<file path="src/hw/rtl/ls6502_pkg.sv">
// shared types, constants and opcode decode for the load/store core
`default_nettype none
package ls6502_pkg;

  typedef enum logic [1:0] {
    MODE_TICK  = 2'd0,
    MODE_WRITE = 2'd1,
    MODE_READ  = 2'd2,
    MODE_RESET = 2'd3
  } mode_t;

  typedef enum logic [2:0] {
    OP_NOP = 3'd0,
    OP_LDA = 3'd1,
    OP_LDX = 3'd2,
    OP_LDY = 3'd3,
    OP_STA = 3'd4,
    OP_STX = 3'd5,
    OP_STY = 3'd6,
    OP_HLT = 3'd7
  } op_t;

  typedef enum logic [3:0] {
    AM_IMP = 4'd0,
    AM_IMM = 4'd1,
    AM_ZP  = 4'd2,
    AM_ZPX = 4'd3,
    AM_ZPY = 4'd4,
    AM_ABS = 4'd5,
    AM_ABX = 4'd6,
    AM_ABY = 4'd7,
    AM_INX = 4'd8,
    AM_INY = 4'd9
  } am_t;

  typedef enum logic [2:0] {
    S_IDLE,
    S_EXEC,
    S_RST_HI,
    S_RST_LO,
    S_RST_FETCH
  } seq_t;

  typedef struct packed {
    logic [15:0] pc;
    logic [7:0]  a;
    logic [7:0]  x;
    logic [7:0]  y;
    logic [7:0]  p;
    logic [7:0]  s;
    logic [7:0]  dl;
    logic [15:0] al;
    logic        halt;
    op_t         op;
    am_t         ak;
    logic [1:0]  step;
    logic        ar;
    logic        pse;
    logic        fse;
    logic        exe;
  } core_t;

  typedef struct packed {
    op_t  op;
    am_t  ak;
    logic pse;
    logic fse;
  } dec_t;

  localparam logic [15:0] VEC_LO  = 16'hfffc;
  localparam logic [15:0] VEC_HI  = 16'hfffd;
  localparam logic [7:0]  SP_INIT = 8'hfd;
  localparam logic [7:0]  P_INIT  = 8'h24;

  function automatic dec_t decode(input logic [7:0] opc);
    dec_t d;
    d = '{op: OP_NOP, ak: AM_IMP, pse: 1'b0, fse: 1'b0};
    unique case (opc)
      8'h02, 8'h12, 8'h22, 8'h32, 8'h42, 8'h52,
      8'h62, 8'h72, 8'h92, 8'hb2, 8'hd2, 8'hf2: d.op = OP_HLT;
      8'ha9: begin d.op = OP_LDA; d.ak = AM_IMM; end
      8'ha5: begin d.op = OP_LDA; d.ak = AM_ZP;  end
      8'hb5: begin d.op = OP_LDA; d.ak = AM_ZPX; end
      8'had: begin d.op = OP_LDA; d.ak = AM_ABS; end
      8'hbd: begin d.op = OP_LDA; d.ak = AM_ABX; d.pse = 1'b1; end
      8'hb9: begin d.op = OP_LDA; d.ak = AM_ABY; d.pse = 1'b1; end
      8'ha1: begin d.op = OP_LDA; d.ak = AM_INX; end
      8'hb1: begin d.op = OP_LDA; d.ak = AM_INY; d.pse = 1'b1; end
      8'ha2: begin d.op = OP_LDX; d.ak = AM_IMM; end
      8'ha6: begin d.op = OP_LDX; d.ak = AM_ZP;  end
      8'hb6: begin d.op = OP_LDX; d.ak = AM_ZPY; end
      8'hae: begin d.op = OP_LDX; d.ak = AM_ABS; end
      8'hbe: begin d.op = OP_LDX; d.ak = AM_ABY; d.pse = 1'b1; end
      8'ha0: begin d.op = OP_LDY; d.ak = AM_IMM; end
      8'ha4: begin d.op = OP_LDY; d.ak = AM_ZP;  end
      8'hb4: begin d.op = OP_LDY; d.ak = AM_ZPX; end
      8'hac: begin d.op = OP_LDY; d.ak = AM_ABS; end
      8'hbc: begin d.op = OP_LDY; d.ak = AM_ABX; d.pse = 1'b1; end
      8'h85: begin d.op = OP_STA; d.ak = AM_ZP;  end
      8'h95: begin d.op = OP_STA; d.ak = AM_ZPX; end
      8'h8d: begin d.op = OP_STA; d.ak = AM_ABS; end
      8'h9d: begin d.op = OP_STA; d.ak = AM_ABX; d.fse = 1'b1; end
      8'h99: begin d.op = OP_STA; d.ak = AM_ABY; d.fse = 1'b1; end
      8'h81: begin d.op = OP_STA; d.ak = AM_INX; end
      8'h91: begin d.op = OP_STA; d.ak = AM_INY; d.fse = 1'b1; end
      8'h86: begin d.op = OP_STX; d.ak = AM_ZP;  end
      8'h96: begin d.op = OP_STX; d.ak = AM_ZPY; end
      8'h8e: begin d.op = OP_STX; d.ak = AM_ABS; end
      8'h84: begin d.op = OP_STY; d.ak = AM_ZP;  end
      8'h94: begin d.op = OP_STY; d.ak = AM_ZPX; end
      8'h8c: begin d.op = OP_STY; d.ak = AM_ABS; end
      default: d.op = OP_NOP;
    endcase
    return d;
  endfunction

endpackage
`default_nettype wire

</file>
<file path="src/hw/rtl/ls6502_exec.sv">
// bus cycle logic: memory access of a tick and the state after it
`default_nettype none
module ls6502_exec (
  input  wire ls6502_pkg::core_t cur,
  input  wire logic [7:0]        rd,
  output logic [15:0]            iss_addr,
  output logic                   iss_we,
  output logic [7:0]             iss_wd,
  output ls6502_pkg::core_t      tick_nxt,
  output ls6502_pkg::core_t      fetch_nxt,
  output logic                   tick_ret
);

  function automatic ls6502_pkg::core_t do_fetch(input ls6502_pkg::core_t s,
                                                 input logic [7:0] opc);
    ls6502_pkg::core_t r;
    ls6502_pkg::dec_t  d;
    r      = s;
    d      = ls6502_pkg::decode(opc);
    r.pc   = s.pc + 16'd1;
    r.op   = d.op;
    r.ak   = d.ak;
    r.pse  = d.pse;
    r.fse  = d.fse;
    r.step = 2'd0;
    r.ar   = 1'b0;
    r.exe  = 1'b0;
    return r;
  endfunction

  logic store_ok;

  // memory access issued at the start of the tick
  always_comb begin
    iss_addr = cur.pc;
    iss_we   = 1'b0;
    iss_wd   = cur.a;
    store_ok = 1'b0;
    if (!cur.halt) begin
      if (cur.ar) begin
        iss_addr = cur.exe ? cur.pc : cur.al;
        store_ok = !cur.exe;
      end else begin
        unique case (cur.ak)
          ls6502_pkg::AM_IMM, ls6502_pkg::AM_ZP, ls6502_pkg::AM_ZPX,
          ls6502_pkg::AM_ZPY, ls6502_pkg::AM_ABS, ls6502_pkg::AM_ABX,
          ls6502_pkg::AM_ABY: iss_addr = cur.pc;
          ls6502_pkg::AM_INX: iss_addr = cur.step[1] ? {8'd0, cur.dl} : cur.pc;
          ls6502_pkg::AM_INY: iss_addr = (cur.step == 2'd0) ? cur.pc : {8'd0, cur.dl};
          default: begin
            iss_addr = cur.al;
            store_ok = !cur.exe;
          end
        endcase
      end
    end
    if (store_ok) begin
      unique case (cur.op)
        ls6502_pkg::OP_STA: begin iss_we = 1'b1; iss_wd = cur.a; end
        ls6502_pkg::OP_STX: begin iss_we = 1'b1; iss_wd = cur.x; end
        ls6502_pkg::OP_STY: begin iss_we = 1'b1; iss_wd = cur.y; end
        default: iss_we = 1'b0;
      endcase
    end
  end

  assign fetch_nxt = do_fetch(cur, rd);

  logic        fire;
  logic        idx_en;
  logic [1:0]  first;
  logic [7:0]  idx;
  logic [15:0] base;
  logic [8:0]  low_sum;
  logic        stall;

  always_comb begin
    tick_nxt = cur;
    tick_ret = 1'b0;
    fire     = 1'b0;
    idx_en   = 1'b0;
    first    = 2'd1;
    idx      = cur.x;
    base     = cur.al;
    low_sum  = 9'd0;
    stall    = 1'b0;
    if (!cur.halt) begin
      if (cur.ar) begin
        fire = 1'b1;
      end else begin
        unique case (cur.ak)
          ls6502_pkg::AM_IMM: begin
            tick_nxt.al = cur.pc;
            tick_nxt.ar = 1'b1;
            tick_nxt.pc = cur.pc + 16'd1;
            fire        = 1'b1;
          end
          ls6502_pkg::AM_ZP: begin
            tick_nxt.al = {8'd0, rd};
            tick_nxt.ar = 1'b1;
            tick_nxt.pc = cur.pc + 16'd1;
          end
          ls6502_pkg::AM_ZPX, ls6502_pkg::AM_ZPY: begin
            if (cur.step == 2'd0) begin
              tick_nxt.dl = rd;
              tick_nxt.pc = cur.pc + 16'd1;
            end else begin
              tick_nxt.al = {8'd0, cur.dl +
                             ((cur.ak == ls6502_pkg::AM_ZPX) ? cur.x : cur.y)};
              tick_nxt.ar = 1'b1;
            end
          end
          ls6502_pkg::AM_ABS, ls6502_pkg::AM_ABX, ls6502_pkg::AM_ABY: begin
            if (cur.step == 2'd0) begin
              tick_nxt.al = {8'd0, rd};
              tick_nxt.pc = cur.pc + 16'd1;
            end else if (cur.step == 2'd1 && cur.ak == ls6502_pkg::AM_ABS) begin
              tick_nxt.al = {rd, cur.al[7:0]};
              tick_nxt.ar = 1'b1;
              tick_nxt.pc = cur.pc + 16'd1;
            end else begin
              if (cur.step == 2'd1) begin
                base        = {rd, cur.al[7:0]};
                tick_nxt.pc = cur.pc + 16'd1;
              end
              idx    = (cur.ak == ls6502_pkg::AM_ABX) ? cur.x : cur.y;
              first  = 2'd1;
              idx_en = 1'b1;
            end
          end
          ls6502_pkg::AM_INX: begin
            unique case (cur.step)
              2'd0: begin
                tick_nxt.dl = rd;
                tick_nxt.pc = cur.pc + 16'd1;
              end
              2'd1: tick_nxt.dl = cur.dl + cur.x;
              2'd2: begin
                tick_nxt.al = {8'd0, rd};
                tick_nxt.dl = cur.dl + 8'd1;
              end
              default: begin
                tick_nxt.al = {rd, cur.al[7:0]};
                tick_nxt.ar = 1'b1;
              end
            endcase
          end
          ls6502_pkg::AM_INY: begin
            if (cur.step == 2'd0) begin
              tick_nxt.dl = rd;
              tick_nxt.pc = cur.pc + 16'd1;
            end else if (cur.step == 2'd1) begin
              tick_nxt.al = {8'd0, rd};
              tick_nxt.dl = cur.dl + 8'd1;
            end else begin
              if (cur.step == 2'd2) begin
                base = {rd, cur.al[7:0]};
              end
              idx    = cur.y;
              first  = 2'd2;
              idx_en = 1'b1;
            end
          end
          default: begin
            tick_nxt.ar = 1'b1;
            fire        = 1'b1;
          end
        endcase
      end

      if (idx_en) begin
        tick_nxt.al = base;
        low_sum     = {1'b0, base[7:0]} + {1'b0, idx};
        stall       = (cur.step == first) && ((low_sum[8] && cur.pse) || cur.fse);
        if (!stall) begin
          tick_nxt.al = base + {8'd0, idx};
          tick_nxt.ar = 1'b1;
        end
      end

      if (fire) begin
        if (!cur.exe) begin
          unique case (cur.op)
            ls6502_pkg::OP_HLT: begin
              tick_nxt.halt = 1'b1;
              tick_ret      = 1'b1;
            end
            ls6502_pkg::OP_LDA, ls6502_pkg::OP_LDX, ls6502_pkg::OP_LDY: begin
              if (cur.op == ls6502_pkg::OP_LDA) tick_nxt.a = rd;
              if (cur.op == ls6502_pkg::OP_LDX) tick_nxt.x = rd;
              if (cur.op == ls6502_pkg::OP_LDY) tick_nxt.y = rd;
              tick_nxt.p = {rd[7], cur.p[6:2], (rd == 8'd0), cur.p[0]};
            end
            default: tick_nxt.exe = 1'b1;
          endcase
          tick_nxt.exe = 1'b1;
        end else begin
          tick_nxt = do_fetch(tick_nxt, rd);
          tick_ret = 1'b1;
        end
      end

      if (!tick_ret) begin
        tick_nxt.step = cur.step + 2'd1;
      end
    end
  end

endmodule
`default_nettype wire

</file>
<file path="config.mk">
export PLATFORM = sky130hd
export DESIGN_NAME = ls6502_exec
export DESIGN_NICKNAME = d
export VERILOG_FILES = /design/src/hw/rtl/ls6502_pkg.sv /design/src/hw/rtl/ls6502_exec.sv
export SDC_FILE = /design/constraint.sdc
export NUM_CORES = 1
export LEC_CHECK = 0
export BUFFER_PORTS_ARGS = -buffer_cell sky130_fd_sc_hd__buf_2
export CAP_MARGIN = 20
export CORE_MARGIN = 8
export CORE_UTILIZATION = 40
export DETAILED_ROUTE_END_ITERATION = 7
export PLACE_DENSITY = 0.79
export SETUP_SLACK_MARGIN = 0.02
export SLEW_MARGIN = 30
export SYNTH_ARGS = -nofsm -noshare
export SYNTH_HDL_FRONTEND = slang
export SYNTH_SLANG_ARGS = --single-unit
</file>
<file path="constraint.sdc">
create_clock -name vclk -period 7.65
set_clock_uncertainty 0.2 [all_clocks]
set_input_delay 1.53 -clock vclk [all_inputs]
set_output_delay 1.53 -clock vclk [all_outputs]
set_load 0.02 [all_outputs]
</file>
== Word-level counts from Yosys, hierarchy flattened ==
Cells that the tools add are included.

* Bits in registers: 0
* Latch bits: 0
* RAM bits: 0
* Memory bits (read-only): 0
* Bits of input ports: 102
* Output and inout bits: 214
* Logic and storage cells: 202
* Memories: 0

* Add/subtract/negate cells: 8
* Multiply operators: 0
* Div/mod/pow operators: 0
* $lt $le $gt $ge: 0
* Equality and inequality tests: 62
* Shifts and indexed selects: 0
* Multiplexer cells: 96
* Bitwise gates (word level): 0
* Reduce and logical (&&, ||, !) cells: 36

{| class="wikitable"
|+ Operators with widths
! kind !! number
|-
| $mux 16 || 26
|-
| $eq 8x8->1 const B || 35
|-
| $mux 94 || 2
|-
| $mux 8 || 14
|-
| $pmux 16 s3 || 2
|-
| $pmux 16 s6 || 1
|-
| $mux 32 || 2
|-
| $pmux 16 s2 || 2
|-
| $mux 24 || 2
|-
| $pmux 8 s3 || 2
|-
| $pmux 4 s9 || 1
|-
| $add 16x1->16 const B || 2
|-
| $eq 8x7->1 const B || 4
|-
| $pmux 8 s2 || 2
|-
| $mux 1 || 30
|-
| $reduce_or 3->1 || 10
|-
| $pmux 3 s7 || 1
|-
| $add 16x8->16 || 1
|-
| $add 8x8->8 || 2
|-
| $eq 4x3->1 const B || 4
|-
| $eq 8x6->1 const B || 2
|-
| $reduce_or 8->1 || 2
|-
| $reduce_or 5->1 || 3
|-
| $reduce_or 7->1 || 2
|-
| other kinds (28) || 48
|}

== Depth between registers and ports, before layout ==
Gate-level depths: netlist (run 1).

* Depth in word-level cells: 17
* Depth in mapped cells: 20
* Mapped depth without buffers: 17

== Worst setup path after synthesis (run 1) ==
No wires, ideal clock.

* Path kind: input -> output
* Start: input cur[5] (netlist name)
* End: output tick_nxt[29] (netlist name)
* Arrival: 5.532 ns
* Data required time: 5.920 ns
* Slack: 0.388 ns
* Cell stages on the path: 20
* Path buffers: 3
* Path through: inv_1 > ha_1 > buf_2 > inv_1 > clkbuf_1 > nand2_1 > a211o_1 > clkbuf_1 > mux2_2 > ha_1 > fa_1 > a21o_1 > a21oi_1 > o21ai_0 > a21oi_1 > nor2b_1 > a211o_1 > nor4_1 > xnor2_1 > a221o_1

{| class="wikitable"
|+ RTL lines
! element !! RTL line !! RTL
|-
| start: declaration || ls6502_exec.sv:4 || <nowiki>input wire ls6502_pkg::core_t cur,</nowiki>
|-
| end: declaration || ls6502_exec.sv:9 || <nowiki>output ls6502_pkg::core_t tick_nxt,</nowiki>
|}

==> metrics.txt, run 1 <==
slowest stage delay, CP 0.44 ns; Seq Cell Count 0; cells along the critical path buf_2 -> inv_1 -> ha_1 -> inv_2 -> o21ai_0 -> a211o_1 -> buf_4 -> mux2_2 -> fa_1 -> a21o_1 -> a21oi_2 -> o21ai_0 -> a21oi_1 -> nor2b_1 -> a211o_1 -> nor4_1 -> xnor2_1 -> a221o_1 -> buf_2; RSZ-0062 raised after global routing false; Max Cap Viol 0; CP required 5.92 ns; Starting Density 40.3%; cell family with most CP delay compound AO/OA/AOI/OAI gates; dpl hpwl 25.6 mm; Mapped Area 6850 sq um; ANT cells 0; Fin Hold WS 2.86 ns; num rows 48; Setup WS post-layout 0.338 ns; Final Max Tran Viols 0; Clock Buffer Count 0; largest net degree at the start of global routing 40; Iter 0 DRT Violations 1115; Distinct cells, synth 74; post-route setup TNS 0 ns; global route overflow 0; DR pass1 iterations 8; outcome finished, final reports clean; WP buf/inv 5; critical path launch point type input port; Worst EP arrival 5.58 ns; DRC 0; die area 21600 sq um; Die Wd 147 um; io pins 316; critical path type input port to output pin; initial antenna violation count 2; Slowest-stage cell, CP fa_1; post-CTS setup buffers 0; vias 8880; post-layout util 45.3%; P_leak 0.00340 uW; synthesized instance count 1051; Port Buffers 270; crit share post-route 95.6%; Avg WL per Cell 23.2 um; Nets 1312; sequential fraction of the synthesis area 0%; die height 147 um; Tmin final 7.31 ns; pre-CTS setup slack 0.188 ns; Final Power 595 uW; final setup fails 0; min-delay worst type input port to output pin; ANT nets after route 0; Area Growth Syn to Fin 12.4%; core area 17000 sq um; final wirelength 32.4 mm; Max FO, Critical Path 7; PwrDens 77.3 nW/um^2; synthesized area per cell 6.52 sq um; vias per inst 6.34; Rel. slew slack 40.9%; Peak supply drop 0.0000365 V; GR Util All Layers 28.0%; fmax 137 MHz; first-pass GRT wire length 49.1 mm; share of layout cells above drive strength 1 31.1%; Reg area 0 sq um; Worst Max-Slew Pin Slew 0.878 ns; vias in the first global route 8506; Ys Warns 0; RePlAce Congestion 1.02; element type at the critical path end output pin; endpoints failing hold 0
==> routing by layer <==
layer,global-route usage [%],up-vias,part of all wire (%)
li1,-,4053,-
met5,0,-,0.062
met3,5.48,86,11
met4,9.79,4,3.6
met2,45.9,611,45
met1,35.9,4126,40
==> Yosys cell counts, types with 22 or more instances <==
| library cell | n | area share, % |
|---|---|---|
| mux2_2 | 54 | 8.9 |
| clkbuf_1 | 63 | 3.5 |
| a21oi_1 | 82 | 6.0 |
| o21ai_0 | 60 | 4.4 |
| nor3_1 | 25 | 1.8 |
| xnor2_1 | 49 | 6.3 |
| o22ai_1 | 22 | 2.0 |
| nor2_1 | 94 | 5.2 |
| inv_1 | 38 | 2.1 |
| ha_1 | 29 | 5.3 |
| buf_4 | 84 | 9.2 |
| nand2b_1 | 22 | 2.0 |
| nand2_1 | 96 | 5.3 |
==> cell usage in the layout (no fill, tap or decap), types with 19 or more instances in the layout <==
| cell | n |
|---|---|
| o22ai_1 | 22 |
| xnor2_1 | 49 |
| mux2_2 | 54 |
| ha_1 | 29 |
| nand2_1 | 96 |
| buf_2 | 270 |
| o21ai_0 | 60 |
| inv_1 | 37 |
| a221oi_1 | 19 |
| a21oi_1 | 81 |
| a222oi_1 | 21 |
| buf_4 | 20 |
| nor3_1 | 25 |
| nand2b_1 | 22 |
| nor2_1 | 93 |
==> logic make-up after synthesis <==
group	count (synthesis)	synth area share, %
AO/OA/AOI/OAI	340	33.6
AND/OR/NAND/NOR	335	24.0
buffers and inverters	206	16.3
multiplexers	70	11.3
XOR/XNOR	67	8.57
adder cells (fa/ha/maj)	32	6.17
other	1	0.0548
==> worst paths after layout <==
path	depth (start not counted)	slack, ns	from	end
min	0	2.86	cur[49]	fetch_nxt[49]
max	19	0.34	cur[5]	tick_nxt[27]
==> stage by stage <==
| stage | cell area (sq um) | instances |
|---|---|---|
| 2_1_floorplan | 6860 | 1054 |
| 3_3_place_gp | 7670 | 1401 |
| 3_5_place_dp | 7670 | 1401 |
| 4_1_cts | 7670 | 1401 |
| 5_1_grt | 7700 | 1401 |
| 6_report | 7700 | 1401 |
==> power breakdown <==
part	internal [uW]	switching, uW	leakage [uW]
clock	0	0	0
combinational	203	392	0.00340
sequential	0	0	0
==> repair_timing <==
action,CTS,global route
endpoints found under the hold margin,0,0
setup endpoints to repair,0,7
hold buffers,0,0
gates resized for setup,0,4
==> final cells by class <==
cell class	count	area (sq um)
fill	1852	9300
multi-input combinational	848	5770
timing repair buffer	290	1500
tap	225	282
inverter	38	143
Power figures use the tool's default switching activity.
==> inputs of run 2 (changes only) <==
==> constraint.sdc (replaced) <==
create_clock -name vclk -period 7.17
set_clock_uncertainty 0.2 [all_clocks]
set_input_delay 1.434 -clock vclk [all_inputs]
set_output_delay 1.434 -clock vclk [all_outputs]
set_load 0.02 [all_outputs]
==> run 2 against run 1 <==
Effect of this change:
- non-clock buffer count increased by 15
- global-route usage increased by 0.13 points
- setup slack got worse by 0.12 ns
- count of clock-buffer cells in the layout unchanged
- critical path type unchanged
==> metrics.txt, run 2 (synthesis gave the netlist of run 1 again) <==
vias in the first global route 8510 (was 8506); cells along the critical path buf_2 -> inv_1 -> ha_1 -> inv_1 -> o21ai_1 -> a211o_1 -> buf_4 -> mux2_2 -> fa_1 -> a21o_1 -> a21oi_2 -> o21ai_0 -> a21oi_1 -> nor2b_1 -> a211o_1 -> nor4_2 -> xnor2_1 -> a221o_1 -> buf_2 (was buf_2 -> inv_1 -> ha_1 -> inv_2 -> o21ai_0 -> a211o_1 -> buf_4 -> mux2_2 -> fa_1 -> a21o_1 -> a21oi_2 -> o21ai_0 -> a21oi_1 -> nor2b_1 -> a211o_1 -> nor4_1 -> xnor2_1 -> a221o_1 -> buf_2); endpoints failing hold 0 (unchanged); PwrDens 82.8 nW/um^2 (was 77.3 nW/um^2); number of fill cells 1808 (was 1852); vias per inst 6.32 (was 6.34); Peak supply drop 0.0000436 V (was 0.0000365 V); dpl hpwl 26.0 mm (was 25.6 mm); Layout Cells excl Fill 1416 (was 1401); DR pass1 iterations 8 (unchanged); element type at the critical path end output pin (unchanged); num rows 48 (unchanged); Final Max Tran Viols 0 (unchanged); Area Growth Syn to Fin 13.8% (was 12.4%); core area 17000 sq um (unchanged); final setup fails 0 (unchanged); die height 147 um (unchanged); outcome finished, final reports clean (unchanged); global route overflow 0 (unchanged); GR Util All Layers 28.2% (was 28.0%); Starting Density 40.3% (unchanged); share of layout cells above drive strength 1 31.7% (was 31.1%); Rel. slew slack 46.0% (was 40.9%); placed cell count 1415 (was 1401); Slowest-stage cell, CP fa_1 (unchanged); Max FO, Critical Path 7 (unchanged); Port Buffers 270 (unchanged); WP buf/inv 5 (unchanged); Nets 1327 (was 1312); slowest stage delay, CP 0.44 ns (about the same); Worst Max-Slew Pin Slew 0.808 ns (was 0.878 ns); first-pass GRT wire length 49.7 mm (was 49.1 mm); initial antenna violation count 1 (was 2); Max Cap Viol 0 (unchanged); P_leak 0.00347 uW (was 0.00340 uW); crit share post-route 96.9%; critical path type input port to output pin (unchanged); commonest non-fill, non-tap cells in the layout 270 x buf_2, 96 x nand2_1, 94 x nor2_1 (was 270 x buf_2, 96 x nand2_1, 93 x nor2_1); hold_buf cts 0 (unchanged); Clock Buffer Count 0 (unchanged); Seq Cell Count 0 (unchanged); final wirelength 33.2 mm (was 32.4 mm); Avg WL per Cell 23.4 um (was 23.2 um); Reg area 0 sq um (unchanged); RePlAce Congestion 0.980 (was 1.02); critical path launch point type input port (unchanged); ANT cells 0 (unchanged); DRC 0 (unchanged); vias 8955 (was 8880); min-delay src cur[49] (unchanged); ANT nets after route 0 (unchanged); fmax 144 MHz; largest net degree at the start of global routing 42 (was 40); Hold EP fetch_nxt[49] (unchanged); area of the multi-input gates 5760 sq um (was 5770 sq um); Tmin final 6.95 ns; hold path depth 0 (unchanged); Worst EP arrival 5.31 ns (was 5.58 ns); min-delay worst type input port to output pin (unchanged); Final Power 646 uW (was 595 uW); Die Wd 147 um (unchanged); die area 21600 sq um (unchanged); cell family with most CP delay compound AO/OA/AOI/OAI gates (unchanged); Iter 0 DRT Violations 1073 (was 1115); CP required 5.54 ns (was 5.92 ns); most common cell after layout, fill and taps aside buf_2 (unchanged); io pins 316 (unchanged)
==> run 2: power breakdown <==
group	switching [uW]	leakage [uW]	internal, uW
clock network	0	0	0
registers	0	0	0
logic	423	0.00347	223
total	423	0.00347	223
==> run 2: stage by stage <==
step | setup slack [ns] | utilization [%] | instance area (sq um) | hold WS, ns | TNS, ns
4_1_cts | 0.130 | 45.7 | 7770 | 2.67 | 0
2_1_floorplan | 0.100 | - | 6860 | 2.77 | 0
3_5_place_dp | 0.137 | 45.7 | 7770 | 2.67 | 0
3_3_place_gp | 0.216 | 45.7 | 7770 | 2.67 | 0
5_1_grt | -0.00481 | 45.9 | 7800 | 2.67 | -0.00481
6_report | 0.223 | 45.9 | 7800 | 2.67 | 0
==> run 2: worst max-delay path by stage <==
stage                   end  slack (ns)  cells after the start   start
3_5_place_dp   tick_nxt[29]        0.14                     19  cur[5]
6_report       tick_nxt[29]        0.22                     19  cur[5]
4_1_cts        tick_nxt[29]        0.13                     19  cur[5]
5_1_grt        tick_nxt[29]      -0.005                     19  cur[5]
3_3_place_gp   tick_nxt[29]        0.22                     19  cur[5]
2_1_floorplan  tick_nxt[29]        0.10                     20  cur[5]
==> run 2: what timing repair did <==
| action | CTS | global route |
|---|---|---|
| setup endpoints to repair | 0 | 4 |
| setup buffers | 0 | 1 |
| resized for setup | 0 | 4 |
| hold endpoints to repair | 0 | 0 |
==> run 2: area by class of cell <==
type	count	share of cell area [%]
Tap cell	225	3.61
Multi-Input combinational cell	848	73.9
Timing Repair Buffer	305	20.7
Inverter	38	1.83
==> run 2: routing by layer <==
layer  global-route usage [%]  up-vias  wire, um
met5                        0        -         9
met4                     8.55        2      1190
met3                     4.55      100      3590
met2                     46.8      624     15200
met1                     36.4     4146     13200
li1                         -     4083         -
==> inputs of run 3 (changes only) <==
--- a/config.mk
+++ b/config.mk
@@ -5,7 +5,7 @@
 export SDC_FILE = /design/constraint.sdc
 export NUM_CORES = 1
 export LEC_CHECK = 0
-export BUFFER_PORTS_ARGS = -buffer_cell sky130_fd_sc_hd__buf_2
+export BUFFER_PORTS_ARGS = -buffer_cell sky130_fd_sc_hd__buf_4
 export CAP_MARGIN = 20
 export CORE_MARGIN = 8
 export CORE_UTILIZATION = 40
==> run 3 against run 2 <==
Effect of this change:
- combinational power rose by 8.4%
- non-clock buffer count fell by 6
- design area rose by 8.4%
- critical path type unchanged
==> metrics.txt, run 3 (synthesis gave the netlist of run 1 again) <==
Worst Max-Slew Pin Slew 0.816 ns (was 0.808 ns); vias 8913 (was 8955); Net Switching 424 uW (was 423 uW); critical path type input port to output pin (unchanged); core area 17000 sq um (unchanged); Seq Cell Count 0 (unchanged); Nets 1321 (was 1327); Max Cap Viol 0 (unchanged); io pins 316 (unchanged); placed cell count 1409 (was 1415); Max FO, Critical Path 7 (unchanged); P_leak 0.00366 uW (was 0.00347 uW); vias per inst 6.32 (about the same); Starting Density 40.3% (unchanged); post-route setup TNS 0 ns (unchanged); Reg area 0 sq um (unchanged); RePlAce Congestion 0.993 (was 0.980); CP required 5.54 ns (about the same); final wirelength 33.1 mm (was 33.2 mm); Peak supply drop 0.0000522 V (was 0.0000436 V); number of fill cells 1778 (was 1808); ANT nets after route 0 (unchanged); die area 21600 sq um (unchanged); Cell Int Power 276 uW (was 223 uW); critical path launch point type input port (unchanged); RSZ-0062 raised after global routing false; area of the multi-input gates 5780 sq um (was 5760 sq um); commonest non-fill, non-tap cells in the layout 298 x buf_4, 96 x nand2_1, 93 x nor2_1 (was 270 x buf_2, 96 x nand2_1, 94 x nor2_1); ANT cells 0 (unchanged); fmax 145 MHz (was 144 MHz); die height 147 um (unchanged); crit share post-route 96.1% (was 96.9%); Sw Ratio 60.6% (was 65.5%); hold_buf cts 0 (unchanged); global route overflow 0 (unchanged); most common cell after layout, fill and taps aside buf_4 (was buf_2); Layout Cells excl Fill 1410 (was 1416); Fin Hold WS 2.67 ns (unchanged); Die Wd 147 um (unchanged); Seq pwr share 0% (about the same); Final Max Tran Viols 0 (unchanged); Tmin final 6.89 ns (was 6.95 ns); final setup fails 0 (unchanged); Rel. slew slack 45.5% (was 46.0%); Iter 0 DRT Violations 1053 (was 1073); Avg WL per Cell 23.5 um (was 23.4 um); share of layout cells above drive strength 1 31.7% (about the same); outcome finished, final reports clean (unchanged); Comb pwr share 100.0% (about the same); DR pass1 iterations 6 (was 8); DRC 0 (unchanged); vias in the first global route 8482 (was 8510); PwrDens 82.9 nW/um^2 (was 82.8 nW/um^2); Area Growth Syn to Fin 23.4% (was 13.8%); GR Util All Layers 28.1% (was 28.2%); num rows 48 (unchanged); first-pass GRT wire length 49.5 mm (was 49.7 mm); dpl hpwl 26.1 mm (was 26.0 mm); Worst EP arrival 5.26 ns (was 5.31 ns); largest net degree at the start of global routing 46 (was 42); initial antenna violation count 0 (was 1); element type at the critical path end output pin (unchanged); Clock Buffer Count 0 (unchanged); endpoints failing hold 0 (unchanged); Clock Power Share 0% (about the same); post-layout util 49.7% (was 45.9%); Port Buffers 270 (unchanged); min-delay worst type input port to output pin (unchanged); Final Power 700 uW (was 646 uW)
run 3: power groups by stage:
stage | registers (uW) | clock network [uW] | logic [uW]
finish | 0 | 0 | 700
global route | 0 | 0 | 746
CTS | 0 | 0 | 690
detailed placement | 0 | 0 | 688
global placement | 0 | 0 | 683
floorplan | 0 | 0 | 451
run 3: cell type report:
class / instances / area share, %
multi-input combinational: 848 / 68.4
timing repair buffer: 299 / 26.6
tap: 225 / 3.33
inverter: 38 / 1.69
run 3: worst paths after layout:
kind	cells past startpoint	endpoint	start	slack [ns]
max	19	tick_nxt[29]	cur[5]	0.28
min	0	fetch_nxt[49]	cur[49]	2.67
run 3: repair_timing:
item | in CTS | in global routing
endpoints found under the setup margin | 0 | 3
resized for setup | 0 | 5
setup buffers | 0 | 1
run 3: worst max-delay path: stages:
cell,delay (ns)
buf_4,0.13
inv_1,0.08
ha_1,0.19
inv_1,0.08
o21ai_0,0.08
a211o_1,0.39
mux2_2,0.31
ha_1,0.21
fa_1,0.41
a21o_1,0.20
a21oi_2,0.15
o21ai_0,0.11
a21oi_1,0.17
nor2b_1,0.10
a211o_1,0.31
nor4_2,0.30
xnor2_1,0.09
a221o_1,0.35
buf_4,0.16
run 3: metrics by stage:
| step | setup WS [ns] | instance area (sq um) |
|---|---|---|
| 2_1_floorplan | 0.100 | 6860 |
| 4_1_cts | 0.146 | 8410 |
| 3_5_place_dp | 0.174 | 8410 |
| 5_1_grt | 0.0316 | 8450 |
| 3_3_place_gp | 0.201 | 8400 |
| 6_report | 0.277 | 8450 |
run 3: layer usage:
metal / global-route usage, % / wire, um / vias to the layer above
li1: - / - / 4075
met1: 36.0 / 13400 / 4186
met2: 46.0 / 15200 / 589
met3: 6.18 / 3630 / 63
met4: 8.55 / 940 / 0
met5: 0 / 0 / -
